===== config.mk =====
export PLATFORM = sky130hd
export DESIGN_NAME = acd_out_stage
export DESIGN_NICKNAME = d
export VERILOG_FILES = /design/src/rtl/core/acd_pkg.sv /design/src/rtl/core/acd_out_stage.sv
export SDC_FILE = /design/constraint.sdc
export NUM_CORES = 1
export LEC_CHECK = 0
export BUFFER_PORTS_ARGS = -buffer_cell sky130_fd_sc_hd__buf_2
export CAP_MARGIN = 5
export CORE_AREA = 2 2 208 210
export CTS_BUF_LIST = sky130_fd_sc_hd__clkbuf_16
export CTS_CLUSTER_DIAMETER = 150
export CTS_CLUSTER_SIZE = 30
export DETAILED_ROUTE_END_ITERATION = 8
export DIE_AREA = 0 0 210 212
export PLACE_DENSITY = 0.5
export SETUP_SLACK_MARGIN = 0.2
export SYNTH_ARGS = -nofsm -noshare
export SYNTH_HDL_FRONTEND = slang
export SYNTH_SLANG_ARGS = --single-unit

===== constraint.sdc =====
create_clock -name i_clk -period 5.9 [get_ports i_clk]
set_input_delay 1.77 -clock i_clk [delete_from_list [all_inputs] [get_ports i_clk]]
set_output_delay 1.77 -clock i_clk [all_outputs]
set_load 0.05 [all_outputs]

===== src/rtl/core/acd_pkg.sv =====
`default_nettype none

package acd_pkg;

    typedef enum logic [1:0] {
        ST_OK        = 2'd0,
        ST_BAD_PAD   = 2'd1,
        ST_NO_CIPHER = 2'd2,
        ST_TOO_MANY  = 2'd3
    } t_status;

    localparam logic CFG_KEY_HIGH = 1'b0;
    localparam logic CFG_KEY_LOW  = 1'b1;

    typedef struct packed {
        logic [127:0] prev;
        logic         last;
        logic         too_many;
        logic         no_cipher;
    } t_side;

    typedef struct packed {
        logic [127:0] state;
        logic [127:0] rkey;
        t_side        side;
    } t_stage;

    localparam logic [0:255][7:0] SBOX = {
        192'h637c777bf26b6fc53001672bfed7ab76ca82c97dfa5947f0,
        192'hadd4a2af9ca472c0b7fd9326363ff7cc34a5e5f171d83115,
        192'h04c723c31896059a071280e2eb27b27509832c1a1b6e5aa0,
        192'h523bd6b329e32f8453d100ed20fcb15b6acbbe394a4c58cf,
        192'hd0efaafb434d338545f9027f503c9fa851a3408f929d38f5,
        192'hbcb6da2110fff3d2cd0c13ec5f974417c4a77e3d645d1973,
        192'h60814fdc222a908846eeb814de5e0bdbe0323a0a4906245c,
        192'hc2d3ac629195e479e7c8376d8dd54ea96c56f4ea657aae08,
        192'hba78252e1ca6b4c6e8dd741f4bbd8b8a703eb5664803f60e,
        192'h613557b986c11d9ee1f8981169d98e949b1e87e9ce5528df,
        128'h8ca1890dbfe6426841992d0fb054bb16
    };

    localparam logic [1:10][7:0] RCON = {
        8'h01, 8'h02, 8'h04, 8'h08, 8'h10, 8'h20, 8'h40, 8'h80, 8'h1b, 8'h36
    };

    function automatic logic [7:0] rotl8(input logic [7:0] x, input int n);
        return (x << n) | (x >> (8 - n));
    endfunction

    function automatic logic [7:0] aff_inv(input logic [7:0] x);
        return rotl8(x, 1) ^ rotl8(x, 3) ^ rotl8(x, 6) ^ 8'h05;
    endfunction

    function automatic logic [7:0] sub_byte(input logic [7:0] x);
        return SBOX[x];
    endfunction

    function automatic logic [7:0] inv_sub_byte(input logic [7:0] x);
        return aff_inv(SBOX[aff_inv(x)]);
    endfunction

    function automatic logic [7:0] xtime(input logic [7:0] a);
        return {a[6:0], 1'b0} ^ (a[7] ? 8'h1b : 8'h00);
    endfunction

    function automatic logic [7:0] gmul4(input logic [7:0] a, input logic [3:0] c);
        logic [7:0] r;
        logic [7:0] p;
        r = 8'h00;
        p = a;
        for (int i = 0; i < 4; i++) begin
            if (c[i]) r = r ^ p;
            p = xtime(p);
        end
        return r;
    endfunction

    function automatic logic [127:0] inv_shift_sub(input logic [127:0] s);
        logic [127:0] o;
        o = '0;
        for (int r = 0; r < 4; r++) begin
            for (int c = 0; c < 4; c++) begin
                o[127 - 8 * (r + 4 * ((c + r) & 3)) -: 8] =
                    inv_sub_byte(s[127 - 8 * (r + 4 * c) -: 8]);
            end
        end
        return o;
    endfunction

    function automatic logic [127:0] inv_mix(input logic [127:0] s);
        logic [127:0] o;
        logic [7:0] a0, a1, a2, a3;
        o = '0;
        for (int c = 0; c < 4; c++) begin
            a0 = s[127 - 32 * c -: 8];
            a1 = s[119 - 32 * c -: 8];
            a2 = s[111 - 32 * c -: 8];
            a3 = s[103 - 32 * c -: 8];
            o[127 - 32 * c -: 8] = gmul4(a0, 4'd14) ^ gmul4(a1, 4'd11)
                                 ^ gmul4(a2, 4'd13) ^ gmul4(a3, 4'd9);
            o[119 - 32 * c -: 8] = gmul4(a0, 4'd9) ^ gmul4(a1, 4'd14)
                                 ^ gmul4(a2, 4'd11) ^ gmul4(a3, 4'd13);
            o[111 - 32 * c -: 8] = gmul4(a0, 4'd13) ^ gmul4(a1, 4'd9)
                                 ^ gmul4(a2, 4'd14) ^ gmul4(a3, 4'd11);
            o[103 - 32 * c -: 8] = gmul4(a0, 4'd11) ^ gmul4(a1, 4'd13)
                                 ^ gmul4(a2, 4'd9) ^ gmul4(a3, 4'd14);
        end
        return o;
    endfunction

    function automatic logic [31:0] rot_sub(input logic [31:0] w, input logic [7:0] rc);
        return {sub_byte(w[23:16]) ^ rc, sub_byte(w[15:8]), sub_byte(w[7:0]),
                sub_byte(w[31:24])};
    endfunction

    function automatic logic [127:0] key_fwd(input logic [127:0] k, input logic [7:0] rc);
        logic [31:0] n0, n1, n2, n3;
        n0 = k[127:96] ^ rot_sub(k[31:0], rc);
        n1 = k[95:64] ^ n0;
        n2 = k[63:32] ^ n1;
        n3 = k[31:0] ^ n2;
        return {n0, n1, n2, n3};
    endfunction

    function automatic logic [127:0] key_inv(input logic [127:0] k, input logic [7:0] rc);
        logic [31:0] w0, w1, w2, w3;
        w3 = k[31:0] ^ k[63:32];
        w2 = k[63:32] ^ k[95:64];
        w1 = k[95:64] ^ k[127:96];
        w0 = k[127:96] ^ rot_sub(w3, rc);
        return {w0, w1, w2, w3};
    endfunction

endpackage

`default_nettype wire


===== src/rtl/core/acd_out_stage.sv =====
`default_nettype none

module acd_out_stage (
    input  wire logic           i_clk,
    input  wire logic           i_rst_n,
    input  wire logic           i_valid,
    input  wire acd_pkg::t_stage i_word,
    output logic                o_ready,
    output logic                o_valid,
    input  wire logic           i_stall,
    output logic [63:0]         o_data_high,
    output logic [63:0]         o_data_low,
    output logic [4:0]          o_valid_bytes,
    output logic                o_end_of_packet,
    output logic [1:0]          o_status
);

    logic             r_valid;
    logic [127:0]     r_data;
    logic [4:0]       r_valid_bytes;
    logic             r_eop;
    acd_pkg::t_status r_status;

    logic [127:0]     n_data;
    logic [4:0]       n_valid_bytes;
    acd_pkg::t_status n_status;
    logic [127:0]     plain;
    logic [7:0]       pad;
    logic             pad_ok;

    always_comb begin
        plain  = i_word.state ^ i_word.side.prev;
        pad    = plain[7:0];
        pad_ok = (pad != 8'd0) && (pad <= 8'd16);
        for (int i = 0; i < 16; i++) begin
            if (({2'b00, 4'(i)} + {1'b0, pad[4:0]}) >= 6'd16 &&
                plain[127 - 8 * i -: 8] != pad) begin
                pad_ok = 1'b0;
            end
        end
        n_data        = plain;
        n_valid_bytes = 5'd16;
        n_status      = acd_pkg::ST_OK;
        if (i_word.side.no_cipher) begin
            n_data        = '0;
            n_valid_bytes = 5'd0;
            n_status      = acd_pkg::ST_NO_CIPHER;
        end else if (i_word.side.too_many) begin
            n_valid_bytes = 5'd0;
            n_status      = acd_pkg::ST_TOO_MANY;
        end else if (i_word.side.last) begin
            if (pad_ok) begin
                n_valid_bytes = 5'd16 - pad[4:0];
            end else begin
                n_valid_bytes = 5'd0;
                n_status      = acd_pkg::ST_BAD_PAD;
            end
        end
    end

    assign o_ready         = !r_valid || !i_stall;
    assign o_valid         = r_valid;
    assign o_data_high     = r_data[127:64];
    assign o_data_low      = r_data[63:0];
    assign o_valid_bytes   = r_valid_bytes;
    assign o_end_of_packet = r_eop;
    assign o_status        = r_status;

    always_ff @(posedge i_clk) begin
        if (!i_rst_n) begin
            r_valid <= 1'b0;
        end else if (o_ready) begin
            r_valid <= i_valid;
        end
    end

    always_ff @(posedge i_clk) begin
        if (o_ready && i_valid) begin
            r_data        <= n_data;
            r_valid_bytes <= n_valid_bytes;
            r_eop         <= i_word.side.last;
            r_status      <= n_status;
        end
    end

endmodule

`default_nettype wire


==> results of run 1 <==
==> metrics by stage <==
stage	utilization, %	hold WS, ns	power [mW]	cell area, sq um
2_1_floorplan	-	0.750	1.84	7660
3_3_place_gp	24.5	0.521	2.19	10400
3_5_place_dp	24.5	0.533	2.19	10400
4_1_cts	25.9	0.545	3.39	11000
5_1_grt	25.9	0.587	3.47	11000
6_report	25.9	0.539	3.32	11000
==> area by class of cell <==
| class | instances | area share (%) |
|---|---|---|
| clock inverter | 15 | 1.84 |
| antenna | 1 | 0.0227 |
| clock buffer | 17 | 3.86 |
| multi-input combinational | 484 | 31.1 |
| sequential | 137 | 37.2 |
| inverter | 4 | 0.204 |
| timing repair buffer | 418 | 19.5 |
| tap | 546 | 6.20 |
==> metal layers <==
metal	wire length [microns]	share of wire [%]
met4	542	1.8
met3	2240	7.4
met1	12900	43
met2	14600	48
met5	0	0
==> logic make-up (layout without fill, tap and decap cells) <==
group / Yosys count / count (layout) / share of synthesized area (%)
xor gates and xnor gates: 252 / 252 / 29.5
and+or+nand+nor: 199 / 199 / 11.6
DFF: 137 / 137 / 53.6
buffers and inverters: 29 / 454 / 2.22
AOI/OAI and AO/OA: 28 / 28 / 2.30
adders and majority gates: 3 / 3 / 0.490
muxes: 2 / 2 / 0.261
other: 0 / 1 / 0
==> final timing paths <==
| kind | start | end | slack, ns | cells past startpoint |
|---|---|---|---|---|
| hold reg to reg | o_valid | o_valid | 0.54 | 2 |
| hold / removal | o_valid | o_valid | 0.54 | 2 |
| setup reg to reg | o_valid | r_data[96] | 3.88 | 3 |
| setup / recovery | i_word[5] | o_valid_bytes[1] | 1.70 | 8 |
==> synth_stat cells, types with 2 or more instances <==
master	n	share of area, %
xnor2_1	201	23
nor2_1	137	6.7
edfxtp_1	136	53
xor2_1	47	5.4
nor4_1	28	2.3
clkbuf_1	14	0.69
a21oi_1	13	0.85
nand2_1	9	0.44
nand4_1	8	0.65
buf_2	5	0.33
nor3_1	5	0.33
buf_6	3	0.44
ha_1	3	0.49
nand3_1	3	0.20
o21ai_0	3	0.20
a211oi_1	2	0.20
a22oi_1	2	0.20
a2bb2oi_1	2	0.23
a31oi_1	2	0.16
inv_1	2	0.098
mux2i_1	2	0.26
or4_1	2	0.20
xnor2_2	2	0.42
xor2_4	2	0.72
==> critical path: stages <==
cell	delay, ns
buf_2	0.15
xnor2_2	0.70
nor2_1	0.29
a31oi_1	0.35
a21oi_1	0.16
nor4_1	0.32
nand4_1	0.31
nor4b_1	0.39
==> flip-flops by register name (all words and copies together) (netlist names) <==
register / count
o_end_of_packet: 1
o_status: 2
o_valid: 1
o_valid_bytes: 5
r_data: 128
==> power breakdown <==
part	switching, mW	total, mW	internal (mW)
logic	0.660	0.973	0.313
clock network	0.460	1.17	0.709
registers	0.0164	1.18	1.16
total	1.14	3.32	2.18
==> metrics, run 1 <==
met2 Resource Use GR 22.6%; register bit total from synthesis roughly 140; footprint of the multi-input gates around 3400 sq um; die area 44,500 sq um; hold crit path type register to register; first-pass GRT wire length approximately 42,000 microns; port buffer count 400; H-tree levels 4; Slew HR 32.4%; layout cells sized above 1 43.3%; CTS Hold Buffers Added 0; endpoint class of the critical path register; Mapped Cells 650; RSZ-0062 raised after global routing false; root buffer cell clkbuf_16; status finished clean; fin crit period 4.20 ns; sequential-to-total area share from yosys stat a little over half; Pleak between 4 and 5 nW; Core ar. between 40,000 and 50,000 sq um; Synth cell types 41; clk_skew 0.00800 ns; TritonCTS sink count 137; initial antenna violation count 1; yosys warns 0; Finished Layout Cells ~1,600; final hold vios 0; CP Class primary input to register; Setup WS pre-CTS roughly 1.1 ns; vias per cell just under 4; met1 Use GR 16.4%; most frequent cells in the layout buf_2, xnor2_1, nor2_1; Reg area roughly 4100 sq um; Max Cap Viol 0; Post-Syn Nets between 1,000 and 1,500; Post-Syn Area approximately 7700 sq um; Slew @ Worst Pin a little over 1 ns; cell area power density ~300 nW/um^2; GR peak layer met2; Required @ worst endpoint 6.14 ns; clock transition at the registers of the reported paths approximately 0.070 ns; largest net degree at the start of global routing 91; DP Wirelength approximately 23,000 microns; CTS tree yes; placed insts roughly 1,600; most common cell after layout, fill and taps aside buf_2; Slew Limit Fails 0; via count 6,300; die width about 210 microns; total of fill cells in the finished design ~4,600; maximum vdd drop roughly 0.20 mV; GRT overflow 0; Post-CTS Resized 0; worst-path maximum fanout 10; Die Ht ~210 microns; final setup margin about 1.7 ns; routability congestion estimate 0.747; fin nets 1,456; # DRC 0; Fin Setup TNS 0 ns; Most used DFF post-synth edfxtp_1; Ports 529; post-route ant nets 0; iteration-0 DRC count of the detailed router roughly 190; Num CTS Buffers 17; Worst setup SP type primary input; clk buf depth 2; DRT Pass-1 Iters 4; fmax 238 MHz; Overall Global Routing Usage a little over an eighth; ys async rst share 0%; average routed wire per standard cell between 15 and 20 microns; number of global-route vias before repair 6,334; final WL between 30,000 and 40,000 microns; Syn Area/Cell ~12 sq um; M3 GR Usage ~4%; # setup viols final 0; Starting Density approximately 18%; post-CTS setup buffers 0; row cnt between 70 and 80; Area Overhead vs Synth 43.9%; Final Cycle Share about 71%; Critical Path AT ~4.4 ns; Clk Latency, worst-skew pair 0.43 ns; Post-synth EDFFs approximately 140
Power figures use the tool's default switching activity.
==> run 2, diff against run 1 <==
- clock period: 5.9 -> 4.1 ns (I/O delays scaled with it)
==> run 2 against run 1 <==
Against the previous run: sequential power grew 44%; count of clock-buffer cells in the layout is the same; sequential cell count is the same; routed wire length grew 0.44%; non-clock buffer count grew 18; total power grew 45%.
==> metrics, run 2 (synthesized netlist as in run 1, its figures left out) <==
Largest register FFs 128 (unchanged); RR Startpoint o_valid; Num CTS Buffers 17 (unchanged); most common cell after layout, fill and taps aside buf_2; Post-CTS Resized 0 (unchanged); fin nets 1,474 (+1.2%); Slew HR 52.4% (+20 points); CP top delay family simple AND/OR/NAND/NOR gates; maximum vdd drop 0.292 mV (+45%); Overall Global Routing Usage 13.6% (+0.24 points); root buffer cell clkbuf_16; worst path cell trace buf_2 -> xnor2_2 -> buf_4 -> xor2_1 -> nor4_1 -> buf_4 -> a22oi_1 -> or4_1 -> nor3_1 -> a211oi_1; Starting Density 18.0% (unchanged); status finished clean; worst hold start o_valid; number of diodes 0 (-1); layout cells sized above 1 44.2% (+0.93 points); Slew @ Worst Pin 0.714 ns (-0.300 ns); worst-path maximum fanout 6 (-4); port buffer count 400 (unchanged); worst path bufs/invs 3 (+2); CTS Hold Buffers Added 0 (unchanged); clock transition at the registers of the reported paths 0.06 ns (about the same); DRT Pass-1 Iters 4 (unchanged); die width 210 microns (unchanged); average routed wire per standard cell 18.5 microns (-0.61%); Crit-path slowest cell or4_1; GRT overflow 0 (unchanged); CP Class primary input to register; final hold vios 0 (unchanged); die area 44,500 sq um (unchanged); placed insts 1,607 (+1.1%); clk buf depth 2 (unchanged); cell area power density 430 nW/um^2 (+43%); largest net degree at the start of global routing 46 (-49%); Slew Limit Fails 0 (unchanged); clk_skew 0.0132 ns (+0.00516 ns); endpoint class of the critical path register; crit path from i_word[3]; fin crit period 3.62 ns; hold crit path type register to register; Die Ht 212 microns (unchanged); most frequent cells in the layout buf_2, xnor2_1, nor2_1; CTS tree yes; Finished Layout Cells 1,639 (+1.0%); routability congestion estimate 0.762 (+2.0%); Pleak 4.59 nW (+2.5%); row cnt 76 (unchanged); CP peak stage delay 0.59 ns (-0.11 ns); Setup WS pre-CTS -0.133 ns (-1.27 ns); Critical Path AT 3.81 ns (-0.63 ns); fmax approximately 280 MHz; worst hold slack 0.535 ns (-0.00394 ns); iteration-0 DRC count of the detailed router 259 (+39%); post-route ant nets 0 (unchanged); Core ar. 42,500 sq um (unchanged); Max Cap Viol 0 (unchanged); final WL 30,400 microns (+0.44%); number of global-route vias before repair 6,431 (+1.5%); Final Cycle Share between 80% and 90%; Crit path top cell by count buf_4; Pwr Total 4.82 mW (+45%); first-pass GRT wire length 42,400 microns (+1.4%); # DRC 0 (unchanged); initial antenna violation count 0 (-1); TritonCTS sink count 137 (unchanged); DP Wirelength 23,500 microns (+2.2%); Clk Latency, worst-skew pair 0.46 ns (+0.03 ns); H-tree levels 4 (unchanged); via count 6,356 (+0.89%); final setup margin 0.480 ns (-1.22 ns); Area Overhead vs Synth 46.6%; Ports 529 (unchanged); post-CTS setup buffers 0 (unchanged); RSZ-0062 raised after global routing false; vias per cell 3.88 (-0.16%); Required @ worst endpoint 4.29 ns (-1.85 ns); Biggest register r_data; # setup viols final 0 (unchanged); Worst setup SP type primary input
-- run 2: cell count changes in the layout (fill, tap and decap cells not counted), sizes merged --
cell / previous run / this run
clkinv: 8 / 6
clkinvlp: 1 / 2
inv: 6 / 7
diode: 1 / 0
buf: 418 / 436
-- run 2: final timing paths --
path / to / slack, ns / cells past startpoint
setup / recovery: o_status[0] / 0.48 / 10
hold / removal: o_valid / 0.54 / 2
setup reg to reg: r_data[82] / 2.28 / 3
hold reg to reg: o_valid / 0.54 / 2
-- run 2: stage by stage --
step | area, sq um | setup TNS [ns] | utilization, %
detailed placement | 10600 | -0.263 | 25.0
global placement | 10600 | -0.588 | 25.0
CTS | 11200 | 0 | 26.4
floorplan | 7660 | 0 | -
finish | 11200 | 0 | 26.4
global route | 11200 | 0 | 26.4
-- run 2: worst register-to-register path, cell delays in order, from the launching register on --
cell and delay [ns]:
dfxtp_1 0.32, nand2_1 0.08, and2_4 0.59, buf_4 0.47
-- run 2: report_power, final --
group	internal [mW]	switching [mW]	leakage, nW
logic	0.487	0.952	2.92
registers	1.67	0.0243	1.36
clock network	1.02	0.671	0.301
total	3.18	1.65	4.59
-- run 2: routing by layer --
metal  part of all wire, %  vias up  track usage (%)
met5                     0        -                0
met4                   1.8        0             4.30
met3                   7.4       32             4.58
met2                    47      258             22.3
met1                    44     2984             17.0
li1                      -     3082                -
-- run 2: area by class of cell --
class	count	area [sq um]
clock buffers	17	425
multi-input cells	484	3430
well taps	546	683
flip-flops and latches	137	4100
inverters	4	22.5
clock inverters	15	198
fillers	4546	31300
repair buffers	436	2360
==> run 3, diff against run 2 <==
- CELL_PAD_IN_SITES_DETAIL_PLACEMENT: default -> 1
- CELL_PAD_IN_SITES_GLOBAL_PLACEMENT: default -> 2
- CORE_AREA: 2 2 208 210 -> 2 2 205 207
- DIE_AREA: 0 0 210 212 -> 0 0 207 209
- PLACE_DENSITY: 0.5 -> 0.74
==> run 3 against run 2 <==
Against the previous run: clock skew decreased by 0.0020 ns; fmax increased by 3.9%; hold slack gained 0.020 ns; sequential share of layout area rose by 0.21 points; total power decreased by 2.8%; combinational power about the same; count of clock-buffer cells in the layout unchanged; non-clock buffer count is 1 lower; sequential cell count is the same; register-to-register slack gained 0.19 ns; final area down 0.57%; critical path type unchanged; critical endpoint is now o_valid_bytes[3]; largest cell class unchanged; largest power group unchanged.
==> metrics, run 3 (synthesized netlist as in run 1, its figures left out) <==
status finished clean; die area 43,300 sq um (-2.8%); clk buf depth 2 (unchanged); Overall Global Routing Usage 14.5% (+0.81 points); Critical Path AT 3.70 ns (-0.11 ns); # setup viols final 0 (unchanged); footprint of the multi-input gates 3430 sq um (unchanged); DP Wirelength 23,900 microns (+1.8%); post-CTS setup buffers 0 (unchanged); fin nets 1,473 (-0.068%); placed instance area 10,600 sq um (-0.15%); Area Overhead vs Synth 45.8%; fmax 287 MHz (+3.9%); row cnt 75 (-1.3%); first-pass GRT wire length 45,600 microns (+7.5%); cell area power density 420 nW/um^2 (-2.2%); endpoint class of the critical path register; most common cell after layout, fill and taps aside buf_2; Ports 529 (unchanged); routability congestion estimate 0.763 (+0.22%); Slew @ Worst Pin 0.857 ns (+0.143 ns); number of global-route vias before repair 6,993 (+8.7%); most frequent cells in the layout buf_2, xnor2_1, nor2_1; final WL 31,100 microns (+2.3%); clock transition at the registers of the reported paths 0.07 ns (about the same); iteration-0 DRC count of the detailed router 296 (+14%); final hold vios 0 (unchanged); Biggest register r_data; Worst setup SP type primary input; largest net degree at the start of global routing 137 (+200%); Starting Density 18.6% (+0.53 points); number of diodes 0 (unchanged); Fin Setup TNS 0 ns (unchanged); # DRC 0 (unchanged); CTS tree yes; hold crit path type register to register; port buffer count 400 (unchanged); Clk Latency, worst-skew pair 0.44 ns (-0.02 ns); Slew Limit Fails 0 (unchanged); Post-CTS Resized 0 (unchanged); Design Area, Final 11,200 sq um (-0.57%); Slew HR 42.9% (-9.6 points); CP Class primary input to register; TritonCTS sink count 137 (unchanged); placed insts 1,599 (-0.50%); worst-path maximum fanout 10 (+4); Reg area 4100 sq um (unchanged); DRT Pass-1 Iters 4 (unchanged); vias per cell 3.98 (+2.6%); post-route ant nets 0 (unchanged); Finished Layout Cells 1,631 (-0.49%); initial antenna violation count 0 (unchanged); Core ar. 41,300 sq um (-2.9%); Die Ht 209 microns (-1.4%); Pleak 4.56 nW (-0.64%); Num CTS Buffers 17 (unchanged); Largest register FFs 128 (unchanged); average routed wire per standard cell 19.1 microns (+2.8%); maximum vdd drop 0.247 mV (-15%); CTS Hold Buffers Added 0 (unchanged); root buffer cell clkbuf_16; GRT overflow 0 (unchanged); total of fill cells in the finished design 4,801 (+5.6%); layout cells sized above 1 44.0% (-0.14 points); clk_skew 0.0112 ns (-0.00199 ns); RSZ-0062 raised after global routing false; Max Cap Viol 0 (unchanged); H-tree levels 4 (unchanged); fin crit period 3.48 ns (-0.137 ns); die width 207 microns (-1.4%); Final Cycle Share 84.9% (-3.3 points); Required @ worst endpoint 4.32 ns (+0.03 ns); via count 6,490 (+2.1%)
## run 3: cell types whose count changed in the layout (fill, tap and decap cells not counted), sizes merged
| cell | change |
|---|---|
| bufinv | -2 |
| clkinv | +2 |
| buf | -1 |
## run 3: layout make-up
cell class                 instances  share of cell area (%)
tap                              539                    6.04
clock buffer                      17                    3.81
clock inverter                    15                    1.34
sequential                       137                    36.8
multi-input combinational        484                    30.8
timing repair buffer             435                    21.1
inverter                           4                   0.202
## run 3: final timing paths
| path | startpoint | to | slack (ns) | cells past startpoint |
|---|---|---|---|---|
| max | i_word[3] | o_valid_bytes[3] | 0.62 | 10 |
| min | o_valid | o_valid | 0.56 | 2 |
| max reg2reg | o_valid | r_data[112] | 2.47 | 3 |
| min reg2reg | o_valid | o_valid | 0.56 | 2 |
## run 3: metrics by stage
step	hold WS [ns]	util, %	setup WS (ns)	power, mW
final	0.555	27.0	0.618	4.69
after global routing	0.616	27.0	0.422	4.92
after CTS	0.553	27.0	0.525	4.79
after detailed placement	0.538	25.6	0.0556	3.20
after global placement	0.521	25.6	0.103	3.19
after floorplan	0.750	-	0.286	2.65
## run 3: critical path: stages
cell and delay [ns]:
buf_2 0.11, xnor2_2 0.14, buf_4 0.17, buf_4 0.27, xor2_1 0.10, nor4_1 0.45, a21oi_1 0.23, nor4_1 0.33
nand4_1 0.24, nor4_1 0.41
## run 3: report_power, final
group / internal (mW) / total [mW] / switching, mW / leakage, nW
Sequential: 1.67 / 1.70 / 0.0228 / 1.36
Combinational: 0.487 / 1.45 / 0.959 / 2.91
Clock: 0.895 / 1.55 / 0.653 / 0.279
Total: 3.05 / 4.69 / 1.63 / 4.56
## run 3: layer usage
layer  vias to the layer above  share of wire (%)  track usage (%)
li1                       3081                  -                -
met1                      3120                 42             17.5
met2                       268                 50             25.2
met3                        21                6.2             4.18
met4                         0                1.4             3.45
met5                         -                  0                0
